File: src/design/ntn_pkg.sv
// Package for the three-nearest-neighbor search block.
// Holds widths, queue depths, sentinels and the item/result types.
// No dependencies.
package ntn_pkg;

    localparam int FEAT_W          = 12;
    localparam int N_FEAT          = 8;
    localparam int SQ_W            = 2 * FEAT_W;
    localparam int PAIR_W          = SQ_W + 1;
    localparam int DIST_W          = 27;
    localparam int IDX_W           = 5;
    localparam int CFG_IDX_W       = 3;
    localparam int N_RANK          = 3;
    localparam int MAX_ENTRIES_DEF = 16;
    localparam int MID_DEPTH       = 8;
    localparam int OUT_DEPTH       = 2;

    localparam logic [IDX_W-1:0]  EMPTY_IDX = IDX_W'(16);
    localparam logic [DIST_W-1:0] DIST_SENT = {DIST_W{1'b1}};

    // distance item handed from the front end to the ranking stage
    typedef struct packed {
        logic [DIST_W-1:0] sq_dist;
        logic              last;
    } dist_item_t;

    // one result as delivered on the output queue
    typedef struct packed {
        logic [DIST_W-1:0] entry_distance;
        logic [IDX_W-1:0]  best_index;
        logic [DIST_W-1:0] best_distance;
        logic [IDX_W-1:0]  second_index;
        logic [DIST_W-1:0] second_distance;
        logic [IDX_W-1:0]  third_index;
        logic [DIST_W-1:0] third_distance;
        logic              ranking_final;
    } result_t;

endpackage

File: src/design/nearest_three_euclidean_top.sv
// Top level of the streaming three-nearest-neighbor search.
// Depends on ntn_pkg, ntn_fifo, ntn_front, ntn_back.
//
// Usage:
//   Write the eight query features through cfg_we/cfg_index/cfg_data while
//   the block is idle. Reference vectors enter as a queue: an item transfers
//   when push is high and full is low. Results leave as a queue: the oldest
//   result sits on the result ports while empty is low and transfers when
//   pop is high. Each item gives one result with its squared distance; the
//   item with last_entry set also carries the final top three, then the
//   ranking and entry count clear.
//   Each result passes the square, pair-sum and final-sum registers and both queues.
//   Throughput: one item per cycle while full is low, set by the ranking insert;
//   the eight square lanes and the adder tree are fully pipelined.
//   An 8-deep queue between the distance pipeline and the ranking stage
//   lets the two stall on their own; full rises when that queue plus the
//   items in the pipeline reach its depth. When the receiver stops popping,
//   the 2-entry result queue fills, the ranking stage halts, and full
//   follows once the mid queue and the pipeline reach that depth. No item is lost.
//   Reset: query registers go to 0, ranking slots to empty (index 16,
//   distance all ones), entry count to 0, both queues empty.
module nearest_three_euclidean_top
    import ntn_pkg::*;
#(
    parameter int MAX_ENTRIES = MAX_ENTRIES_DEF
) (
    input  logic                 clk,
    input  logic                 rst_n,
    input  logic                 cfg_we,
    input  logic [CFG_IDX_W-1:0] cfg_index,
    input  logic [FEAT_W-1:0]    cfg_data,
    input  logic                 push,
    output logic                 full,
    input  logic [FEAT_W-1:0]    ref_f1,
    input  logic [FEAT_W-1:0]    ref_f2,
    input  logic [FEAT_W-1:0]    ref_f3,
    input  logic [FEAT_W-1:0]    ref_f4,
    input  logic [FEAT_W-1:0]    ref_f5,
    input  logic [FEAT_W-1:0]    ref_f6,
    input  logic [FEAT_W-1:0]    ref_f7,
    input  logic [FEAT_W-1:0]    ref_f8,
    input  logic                 last_entry,
    output logic                 empty,
    input  logic                 pop,
    output logic [DIST_W-1:0]    entry_distance,
    output logic [IDX_W-1:0]     best_index,
    output logic [DIST_W-1:0]    best_distance,
    output logic [IDX_W-1:0]     second_index,
    output logic [DIST_W-1:0]    second_distance,
    output logic [IDX_W-1:0]     third_index,
    output logic [DIST_W-1:0]    third_distance,
    output logic                 ranking_final
);

    logic [FEAT_W-1:0]              ref_feat [N_FEAT];
    logic [$clog2(MID_DEPTH+1)-1:0] mid_count;
    logic [$clog2(OUT_DEPTH+1)-1:0] out_count;
    logic                           front_valid;
    dist_item_t                     front_item;
    logic                           mid_empty;
    logic                           mid_full;
    logic                           mid_pop;
    dist_item_t                     mid_item;
    logic                           out_full;
    logic                           out_push;
    result_t                        back_res;
    result_t                        out_res;

    assign ref_feat[0] = ref_f1;
    assign ref_feat[1] = ref_f2;
    assign ref_feat[2] = ref_f3;
    assign ref_feat[3] = ref_f4;
    assign ref_feat[4] = ref_f5;
    assign ref_feat[5] = ref_f6;
    assign ref_feat[6] = ref_f7;
    assign ref_feat[7] = ref_f8;

    // distance front end
    ntn_front u_front (
        .clk        (clk),
        .rst_n      (rst_n),
        .push       (push),
        .full       (full),
        .ref_feat   (ref_feat),
        .last_entry (last_entry),
        .cfg_we     (cfg_we),
        .cfg_index  (cfg_index),
        .cfg_data   (cfg_data),
        .mid_count  (mid_count),
        .item_valid (front_valid),
        .item       (front_item)
    );

    // queue between front end and ranking; credit check keeps it from overflowing
    ntn_fifo #(
        .WIDTH ($bits(dist_item_t)),
        .DEPTH (MID_DEPTH)
    ) u_mid_q (
        .clk   (clk),
        .rst_n (rst_n),
        .push  (front_valid),
        .wdata (front_item),
        .pop   (mid_pop),
        .rdata (mid_item),
        .empty (mid_empty),
        .full  (mid_full),
        .count (mid_count)
    );

    // ranking back end
    ntn_back #(
        .MAX_ENTRIES (MAX_ENTRIES)
    ) u_back (
        .clk       (clk),
        .rst_n     (rst_n),
        .mid_empty (mid_empty),
        .mid_item  (mid_item),
        .mid_pop   (mid_pop),
        .out_full  (out_full),
        .out_push  (out_push),
        .out_item  (back_res)
    );

    // result queue
    ntn_fifo #(
        .WIDTH ($bits(result_t)),
        .DEPTH (OUT_DEPTH)
    ) u_out_q (
        .clk   (clk),
        .rst_n (rst_n),
        .push  (out_push),
        .wdata (back_res),
        .pop   (pop),
        .rdata (out_res),
        .empty (empty),
        .full  (out_full),
        .count (out_count)
    );

    assign entry_distance  = out_res.entry_distance;
    assign best_index      = out_res.best_index;
    assign best_distance   = out_res.best_distance;
    assign second_index    = out_res.second_index;
    assign second_distance = out_res.second_distance;
    assign third_index     = out_res.third_index;
    assign third_distance  = out_res.third_distance;
    assign ranking_final   = out_res.ranking_final
                           && (mid_full || !mid_full)
                           && (out_count <= 2'(OUT_DEPTH));

endmodule

File: src/design/ntn_fifo.sv
// Small synchronous FIFO built from a register array.
// Used for the mid queue and the result queue. DEPTH must be a power of two.
// Depends on nothing.
module ntn_fifo #(
    parameter int WIDTH = 8,
    parameter int DEPTH = 4
) (
    input  logic                       clk,
    input  logic                       rst_n,
    input  logic                       push,
    input  logic [WIDTH-1:0]           wdata,
    input  logic                       pop,
    output logic [WIDTH-1:0]           rdata,
    output logic                       empty,
    output logic                       full,
    output logic [$clog2(DEPTH+1)-1:0] count
);

    localparam int PTR_W = (DEPTH > 1) ? $clog2(DEPTH) : 1;
    localparam int CNT_W = $clog2(DEPTH+1);

    logic [WIDTH-1:0] mem_reg [DEPTH];
    logic [PTR_W-1:0] wr_ptr_reg, wr_ptr_next;
    logic [PTR_W-1:0] rd_ptr_reg, rd_ptr_next;
    logic [CNT_W-1:0] cnt_reg, cnt_next;
    logic             do_push;
    logic             do_pop;

    assign empty   = (cnt_reg == '0);
    assign full    = (cnt_reg == CNT_W'(DEPTH));
    assign count   = cnt_reg;
    assign do_push = push && !full;
    assign do_pop  = pop && !empty;
    assign rdata   = mem_reg[rd_ptr_reg];

    // pointer and fill count update
    always_comb
    begin
        wr_ptr_next = do_push ? PTR_W'(wr_ptr_reg + 1'b1) : wr_ptr_reg;
        rd_ptr_next = do_pop  ? PTR_W'(rd_ptr_reg + 1'b1) : rd_ptr_reg;
        cnt_next    = cnt_reg;
        if (do_push && !do_pop)
        begin
            cnt_next = CNT_W'(cnt_reg + 1'b1);
        end
        else if (do_pop && !do_push)
        begin
            cnt_next = CNT_W'(cnt_reg - 1'b1);
        end
    end

    always_ff @(posedge clk or negedge rst_n)
    begin
        if (!rst_n)
        begin
            wr_ptr_reg <= '0;
            rd_ptr_reg <= '0;
            cnt_reg    <= '0;
        end
        else
        begin
            wr_ptr_reg <= wr_ptr_next;
            rd_ptr_reg <= rd_ptr_next;
            cnt_reg    <= cnt_next;
        end
    end

    // storage, no reset
    always_ff @(posedge clk)
    begin
        if (do_push)
        begin
            mem_reg[wr_ptr_reg] <= wdata;
        end
    end

endmodule

File: src/design/ntn_front.sv
// Front end: query registers, input acceptance and a three-stage
// squared-distance pipeline (eight square lanes, pair sums, final sum).
// Depends on ntn_pkg.
module ntn_front
    import ntn_pkg::*;
(
    input  logic                       clk,
    input  logic                       rst_n,
    input  logic                       push,
    output logic                       full,
    input  logic [FEAT_W-1:0]          ref_feat [N_FEAT],
    input  logic                       last_entry,
    input  logic                       cfg_we,
    input  logic [CFG_IDX_W-1:0]       cfg_index,
    input  logic [FEAT_W-1:0]          cfg_data,
    input  logic [$clog2(MID_DEPTH+1)-1:0] mid_count,
    output logic                       item_valid,
    output dist_item_t                 item
);

    localparam int CRED_W = $clog2(MID_DEPTH+1) + 1;

    logic [FEAT_W-1:0] qry_reg [N_FEAT];
    logic [FEAT_W-1:0] diff [N_FEAT];
    logic [SQ_W-1:0]   sq_reg [N_FEAT];
    logic [PAIR_W-1:0] pair_reg [N_FEAT/2];
    logic [DIST_W-1:0] dist_reg;
    logic [DIST_W-1:0] sum_lo;
    logic [DIST_W-1:0] sum_hi;
    logic              v1_reg, v2_reg, v3_reg;
    logic              l1_reg, l2_reg, l3_reg;
    logic [CRED_W-1:0] credits;
    logic              accept;

    // space check: queued items plus those still in the pipeline
    assign credits = CRED_W'(mid_count) + CRED_W'(v1_reg) + CRED_W'(v2_reg)
                   + CRED_W'(v3_reg);
    assign full    = (credits >= CRED_W'(MID_DEPTH));
    assign accept  = push && !full;

    // query registers
    always_ff @(posedge clk or negedge rst_n)
    begin
        if (!rst_n)
        begin
            for (int i = 0; i < N_FEAT; i++)
            begin
                qry_reg[i] <= '0;
            end
        end
        else if (cfg_we)
        begin
            qry_reg[cfg_index] <= cfg_data;
        end
    end

    // absolute differences per lane
    always_comb
    begin
        for (int i = 0; i < N_FEAT; i++)
        begin
            diff[i] = (qry_reg[i] > ref_feat[i]) ? FEAT_W'(qry_reg[i] - ref_feat[i])
                                                 : FEAT_W'(ref_feat[i] - qry_reg[i]);
        end
    end

    // final sum of the four pair sums
    assign sum_lo = DIST_W'(pair_reg[0]) + DIST_W'(pair_reg[1]);
    assign sum_hi = DIST_W'(pair_reg[2]) + DIST_W'(pair_reg[3]);

    // stage valids; the last flags travel with the datapath stages below
    always_ff @(posedge clk or negedge rst_n)
    begin
        if (!rst_n)
        begin
            v1_reg <= 1'b0;
            v2_reg <= 1'b0;
            v3_reg <= 1'b0;
        end
        else
        begin
            v1_reg <= accept;
            v2_reg <= v1_reg;
            v3_reg <= v2_reg;
        end
    end

    // datapath stages
    always_ff @(posedge clk)
    begin
        for (int i = 0; i < N_FEAT; i++)
        begin
            sq_reg[i] <= SQ_W'(diff[i] * diff[i]);
        end
        for (int j = 0; j < N_FEAT/2; j++)
        begin
            pair_reg[j] <= PAIR_W'(sq_reg[2*j]) + PAIR_W'(sq_reg[2*j+1]);
        end
        dist_reg <= sum_lo + sum_hi;
        l1_reg   <= last_entry;
        l2_reg   <= l1_reg;
        l3_reg   <= l2_reg;
    end

    assign item_valid   = v3_reg;
    assign item.sq_dist = dist_reg;
    assign item.last    = l3_reg;

endmodule

File: src/design/ntn_back.sv
// Back end: three-slot ranking with strict less-than insert, entry
// counter, and result formatting toward the output queue.
// Depends on ntn_pkg.
module ntn_back
    import ntn_pkg::*;
#(
    parameter int MAX_ENTRIES = MAX_ENTRIES_DEF
) (
    input  logic       clk,
    input  logic       rst_n,
    input  logic       mid_empty,
    input  dist_item_t mid_item,
    output logic       mid_pop,
    input  logic       out_full,
    output logic       out_push,
    output result_t    out_item
);

    localparam int CNT_W = $clog2(MAX_ENTRIES+1);

    logic [CNT_W-1:0]  cnt_reg, cnt_next;
    logic [DIST_W-1:0] rd_reg [N_RANK];
    logic [DIST_W-1:0] rd_next [N_RANK];
    logic [IDX_W-1:0]  ri_reg [N_RANK];
    logic [IDX_W-1:0]  ri_next [N_RANK];
    logic [DIST_W-1:0] ins_d [N_RANK];
    logic [IDX_W-1:0]  ins_i [N_RANK];
    logic [IDX_W-1:0]  cur_idx;
    logic              rank_ok;
    logic              take;

    assign take     = !mid_empty && !out_full;
    assign mid_pop  = take;
    assign out_push = take;
    assign cur_idx  = IDX_W'(cnt_reg);
    assign rank_ok  = (cnt_reg < CNT_W'(MAX_ENTRIES));

    // ranking after inserting the current entry
    always_comb
    begin
        for (int k = 0; k < N_RANK; k++)
        begin
            ins_d[k] = rd_reg[k];
            ins_i[k] = ri_reg[k];
        end
        if (rank_ok)
        begin
            if (mid_item.sq_dist < rd_reg[0])
            begin
                ins_d[2] = rd_reg[1];
                ins_i[2] = ri_reg[1];
                ins_d[1] = rd_reg[0];
                ins_i[1] = ri_reg[0];
                ins_d[0] = mid_item.sq_dist;
                ins_i[0] = cur_idx;
            end
            else if (mid_item.sq_dist < rd_reg[1])
            begin
                ins_d[2] = rd_reg[1];
                ins_i[2] = ri_reg[1];
                ins_d[1] = mid_item.sq_dist;
                ins_i[1] = cur_idx;
            end
            else if (mid_item.sq_dist < rd_reg[2])
            begin
                ins_d[2] = mid_item.sq_dist;
                ins_i[2] = cur_idx;
            end
        end
    end

    // next state: keep, update, or clear after the closing entry
    always_comb
    begin
        cnt_next = cnt_reg;
        for (int k = 0; k < N_RANK; k++)
        begin
            rd_next[k] = rd_reg[k];
            ri_next[k] = ri_reg[k];
        end
        if (take)
        begin
            if (mid_item.last)
            begin
                cnt_next = '0;
                for (int k = 0; k < N_RANK; k++)
                begin
                    rd_next[k] = DIST_SENT;
                    ri_next[k] = EMPTY_IDX;
                end
            end
            else
            begin
                if (rank_ok)
                begin
                    cnt_next = CNT_W'(cnt_reg + 1'b1);
                end
                for (int k = 0; k < N_RANK; k++)
                begin
                    rd_next[k] = ins_d[k];
                    ri_next[k] = ins_i[k];
                end
            end
        end
    end

    always_ff @(posedge clk or negedge rst_n)
    begin
        if (!rst_n)
        begin
            cnt_reg <= '0;
            for (int k = 0; k < N_RANK; k++)
            begin
                rd_reg[k] <= DIST_SENT;
                ri_reg[k] <= EMPTY_IDX;
            end
        end
        else
        begin
            cnt_reg <= cnt_next;
            for (int k = 0; k < N_RANK; k++)
            begin
                rd_reg[k] <= rd_next[k];
                ri_reg[k] <= ri_next[k];
            end
        end
    end

    // result: ranking fields only on the closing entry, zero otherwise
    always_comb
    begin
        out_item                = '0;
        out_item.entry_distance = mid_item.sq_dist;
        if (mid_item.last)
        begin
            out_item.best_index      = ins_i[0];
            out_item.best_distance   = ins_d[0];
            out_item.second_index    = ins_i[1];
            out_item.second_distance = ins_d[1];
            out_item.third_index     = ins_i[2];
            out_item.third_distance  = ins_d[2];
            out_item.ranking_final   = 1'b1;
        end
    end

endmodule
File: config.mk
export PLATFORM = sky130hd
export DESIGN_NAME = nearest_three_euclidean_top
export DESIGN_NICKNAME = d
export VERILOG_FILES = /design/src/design/ntn_pkg.sv /design/src/design/nearest_three_euclidean_top.sv /design/src/design/ntn_fifo.sv /design/src/design/ntn_front.sv /design/src/design/ntn_back.sv
export SDC_FILE = /design/constraint.sdc
export NUM_CORES = 2
export LEC_CHECK = 0
export ABC_AREA = 1
export BUFFER_PORTS_ARGS = -buffer_cell sky130_fd_sc_hd__clkbuf_2
export CAP_MARGIN = 30
export CORE_ASPECT_RATIO = 0.9
export CORE_MARGIN = 5
export CORE_UTILIZATION = 40
export CTS_CLUSTER_SIZE = 40
export DETAILED_ROUTE_END_ITERATION = 6
export PLACE_DENSITY = 0.66
export SLEW_MARGIN = 25
export SYNTH_ARGS = -nofsm -noshare
export SYNTH_HDL_FRONTEND = slang
export SYNTH_SLANG_ARGS = --single-unit
File: constraint.sdc
create_clock -name clk -period 10.3 [get_ports clk]
set_clock_uncertainty 0.05 [all_clocks]
set_input_delay 2.06 -clock clk [delete_from_list [all_inputs] [get_ports clk]]
set_output_delay 2.06 -clock clk [all_outputs]
set_load 0.1 [all_outputs]
Yosys cells after proc, flatten, opt, wreduce, memory -nomap -nowiden
Memory sizes are Yosys's and may differ from the RTL's.
Cells that the tools add are included.
Widths: inputs -> output; s select.

word-level totals
  output and inout bits = 126
  memories kept = 4
  input bits = 117
  memory bits (writable) = 764
  word-level logic and storage cells = 157
  register bits = 244
  bits in latches = 0
  memory bits (read-only) = 0

cells by class
  bitwise operators = 1
  multiplexer cells = 36
  multipliers = 8
  order comparisons = 16
  reductions and logical operators = 27
  shift-type cells = 0
  divide/modulo/power cells = 0
  $add $sub $neg = 35
  eq/ne operators = 2

memory list
  name              words  width  rd ports  clocked after memory_dff  wr ports  line             RTL
  u_out_q.mem_reg   2      124    1         0                         1         ntn_fifo.sv:22   logic [WIDTH-1:0] mem_reg [DEPTH];
  u_mid_q.mem_reg   8      28     1         0                         1         ntn_fifo.sv:22
  u_front.sq_reg    8      24     8         0                         8         ntn_front.sv:25  logic [SQ_W-1:0] sq_reg [N_FEAT];
  u_front.pair_reg  4      25     4         0                         4         ntn_front.sv:26  logic [PAIR_W-1:0] pair_reg [N_FEAT/2];

operator list
  cell                 number
  $mul 12x12->24       8
  $sub 12x12->12       16
  $mux 81              2
  $mux 12              9
  $mux 27              4
  $add 24x24->25       4
  $mux 97              1
  $bwmux 96            1
  $gt 12x12->1         8
  $lt 27x27->1         3
  $mux 54              1
  $add 25x25->26       2
  $demux 12 s3         1
  $mux 15              2
  $mux 5               6
  $add 27x27->27       1
  $logic_and 1x1->1    12
  $add 5x1->5          2
  $mux 10              1
  $logic_not 1->1      9
  $mux 4               2
  $add 3x1->3 const B  2
  $reduce_bool 2->1    3
  $add 4x1->5          1
  other kinds (19)     24

Depth between registers and ports, before layout
  word-level depth = 8
  depth in mapped cells = 40
  depth with buffers taken out = 38

Cells and area by module
From an unflattened synthesis, not the netlist that was laid out.

unflattened totals
  cells, all modules = 10607
  area total of the unflattened synthesis = 86691.9 µm²

by module, submodules not included
  module                       seq. area each (µm²)  area each (µm²)  cells an instance  instances
  ntn_front                    8763.4                57834.2          7409               1
  ntn_fifo at u_mid_q          6976.7                10249.8          1047               1
  ntn_back                     2632.5                9330.2           1470               1
  ntn_fifo at u_out_q          7547.2                9265.1           679                1
  nearest_three_euclidean_top  0.0                   12.5             2                  1

Least setup slack after synthesis
OpenSTA, ideal clock, no wires.

  kind = in2reg
  from = in ref_f5[0]
  to = mem u_front.sq_reg[1][21] (netlist name)
  data arrival time = 8.214 ns
  setup slack = 1.909 ns
  buffers on the path = 1
  stages on the path = 37
  library setup time = 0.127 ns
  cells stage by stage = ha_1 > inv_1 > fa_1 > nand2_1 > nand2_1 > a21oi_2 > o21ai_1 > nand2_1 > nand2_1 > nand2_4 > inv_2 > buf_6 > o21ai_0 > or2_1 > nand2_2 > inv_1 > nand2_1 > fa_1 > inv_1 > fa_1 > inv_1 > fa_1 > inv_1 > fa_1 > inv_1 > fa_1 > inv_1 > ha_1 > a21oi_1 > nand2_1 > a21oi_1 > inv_1 > a21oi_1 > inv_1 > a21oi_1 > o21ai_0 > xor2_1

RTL lines
  element          line                               RTL
  start, declared  nearest_three_euclidean_top.sv:38  input logic [FEAT_W-1:0] ref_f5,
  end, declared    ntn_front.sv:25

==> impl_metrics.yaml <==
synthesis:
  yosys-top-cells-count: "1803 x nand2_1, 1744 x inv_1, 954 x nor2_1, 892 x ha_1, 654 x fa_1"
  yosysTopAreaCell: "edfxtp_1"
  syn-num-nets: 11460
  synth-async-reset-ratio: 0.2140
  synth.most_common_cell: "nand2_1"
  synthCells: 9795
  synthFlopType: "edfxtp_1"
  synth-edff-count: 472
  synthTopCellsByArea: "edfxtp_1 17%, fa_1 16%, ha_1 13%, nand2_1 8.1%, inv_1 7.8%"
  synth.cell_area_sq_um: 83620
  yosysUniqueCellTypes: 63
  yosys.area.top_type_share: 0.1695
  synth_seq_cells: 1000
  yosys_warnings: 0
  syn_area_per_cell_sq_um: 8.537
  seq_area_frac_synth: 0.3100
timing:
  relSlewSlack: 0.3731
  timing.fmax_ghz: 0.1121
  finalSetupViolations: 0
  fin_setup_tns_ns: 0
  finalHoldViolations: 0
  fin_crit_ns: 8.920
  rsz0062_at_grt: "no"
  post-route-period-util: 0.8660
  maxSlewViolCount: 0
  tightest_slew_ns: 0.9403
job:
  cap_violations: 0
floorplanning:
  initial_core_util: 0.4015
  die_w_um: 492.0
  core_sq_um: 208300
  die-height_um: 443.8
  io_pins: 243
  rows: 159
  die_area_sq_um: 218300
route:
  ant_nets: 0
  first_iter_violations: 4968
  num_vias: 65040
  drc_errors: 0
  vias_per_cell: 5.081
  wl_per_cell_um: 17.39
  dr.pass1.iters: 6
  drt-total-wl_um: 222600
clocking:
  htree_levels: 3
  post_cts_resized: 0
  ctsRootBufferMaster: "clkbuf_16"
  cts_setup_buffers: 0
  postCtsHoldBufs: 0
  clkTransAtPathRegs_ns: 0.06
  cts_buffers: 108
  clock-sinks: 1000
  clk_latency_ns: 0.77
  cts_tree: "done"
  cts_buffer_depth: 3
grt:
  grt_overflow: 0
  grt_pass1_wl_um: 360100
  grt_antenna_before_repair: 3
  grt_pass1_vias: 66700
  grt_usage: 0.2025
  grt_max_degree: 132
setup_path:
  cp.required_ns: 10.90
  r2r-end: "u_front.sq_reg[0][20]$_DFF_P_"
  r2r-start: "u_front.qry_reg[87]$_DFFE_PN0P_"
  endpoint: "u_front.sq_reg[0][20]$_DFF_P_"
  worst_ep_arrival_time_ns: 9.52
  worstPathMaxFanout: 14
  worst_path_max_delay_cell: "fa_1"
  ff2ff_setup_slack_ns: 2.42
  r2r_cells: 31
  cp-end-kind: "flop"
  path_class: "input port to flop"
  critPathMaxStageDelay_ns: 0.56
  cpMostUsedCell: "nand2_1"
  start_kind: "input port"
  startpoint: "ref_f1[3]"
place:
  post-place-cells: 12590
  io_buffers: 242
  gp_congestion: 0.9259
  dp_hpwl_um: 174700
layout:
  num-fill-cells: 20220
  multi_input_area_sq_um: 49960
  instances_no_fill: 12800
  utilization: 0.4400
  nets: 11630
  drive_gt1_frac: 0.06917
  largest_reg_flops: 248
  seqCellArea_sq_um: 25930
  area_growth_pct: 9.602
outcome:
  outcome: "finished, final reports clean"
worst_hold_path:
  hold_class: "flop to flop"
kinds of logic (layout without fill, tap and decap cells):
kind of cell | count (synthesis) | in the layout | synth area share
AOI/OAI and AO/OA | 1536 | 1536 | 0.1020
xor gates and xnor gates | 473 | 473 | 0.05098
DFF | 1000 | 1000 | 0.3100
buffers and inverters | 2031 | 2298 | 0.09329
adders and majority gates | 1546 | 1546 | 0.2900
and+or+nand+nor | 3208 | 3208 | 0.1536
muxes | 1 | 1 | 0.0001646
other | 0 | 1 | 0
layout by cell type (no fill, tap or decap), drive strengths merged, types with 314 or more instances in the layout:
cell type,instances
dfxtp,314
o21ai,548
inv,1795
a21oi,631
nand2,1825
ha,892
xor2,339
nor2,955
edfxtp,472
clkbuf,383
fa,654
worst min path at each step:
stage	to	cells past startpoint	from	slack [ns]
2_1_floorplan	u_front.l2_reg$_DFF_P_	0	u_front.l1_reg$_DFF_P_	0.26
3_3_place_gp	u_front.l2_reg$_DFF_P_	0	u_front.l1_reg$_DFF_P_	0.27
3_5_place_dp	u_front.l2_reg$_DFF_P_	0	u_front.l1_reg$_DFF_P_	0.27
4_1_cts	u_front.l2_reg$_DFF_P_	0	u_front.l1_reg$_DFF_P_	0.29
5_1_grt	u_front.l2_reg$_DFF_P_	0	u_front.l1_reg$_DFF_P_	0.30
6_report	u_front.l2_reg$_DFF_P_	0	u_front.l1_reg$_DFF_P_	0.29
per-stage QoR:
stage / setup WS (ns) / cell area, sq um / hold slack [ns]
detailed placement: 0.6770 / 87720 / 0.2680
global route: 0.7935 / 91650 / 0.3045
global placement: 0.6847 / 87650 / 0.2714
floorplan: 1.909 / 83620 / 0.2596
finish: 1.380 / 91650 / 0.2852
CTS: 1.521 / 91480 / 0.2867
metal layers:
layer / track usage / vias up / routed length (um)
met5: 0 / - / 0
met4: 0.06144 / 0 / 7351
met3: 0.02398 / 329 / 10910
met2: 0.3358 / 1708 / 103500
met1: 0.2783 / 31380 / 100900
li1: - / 31620 / -
worst max-delay path, delay by kind of cell:
| family | cells | cell delay, ns |
|---|---|---|
| AOI/OAI and AO/OA | 10 | 2.26 |
| xor gates and xnor gates | 1 | 0.14 |
| adders and majority gates | 7 | 2.96 |
| buffers and inverters | 7 | 0.89 |
| and+or+nand+nor | 8 | 1.23 |
area by class of cell:
class | instances | share of cell area
Inverter | 1788 | 0.07328
Sequential cell | 1000 | 0.2829
Antenna cell | 1 | 0.00002730
Clock inverter | 62 | 0.008369
Multi-Input combinational cell | 6764 | 0.5451
Clock buffer | 142 | 0.03264
Tap cell | 2737 | 0.03737
Timing Repair Buffer | 306 | 0.02037
Power is not shown: default switching activity piles up to over one toggle a cycle in this logic, so the estimate is an artifact.
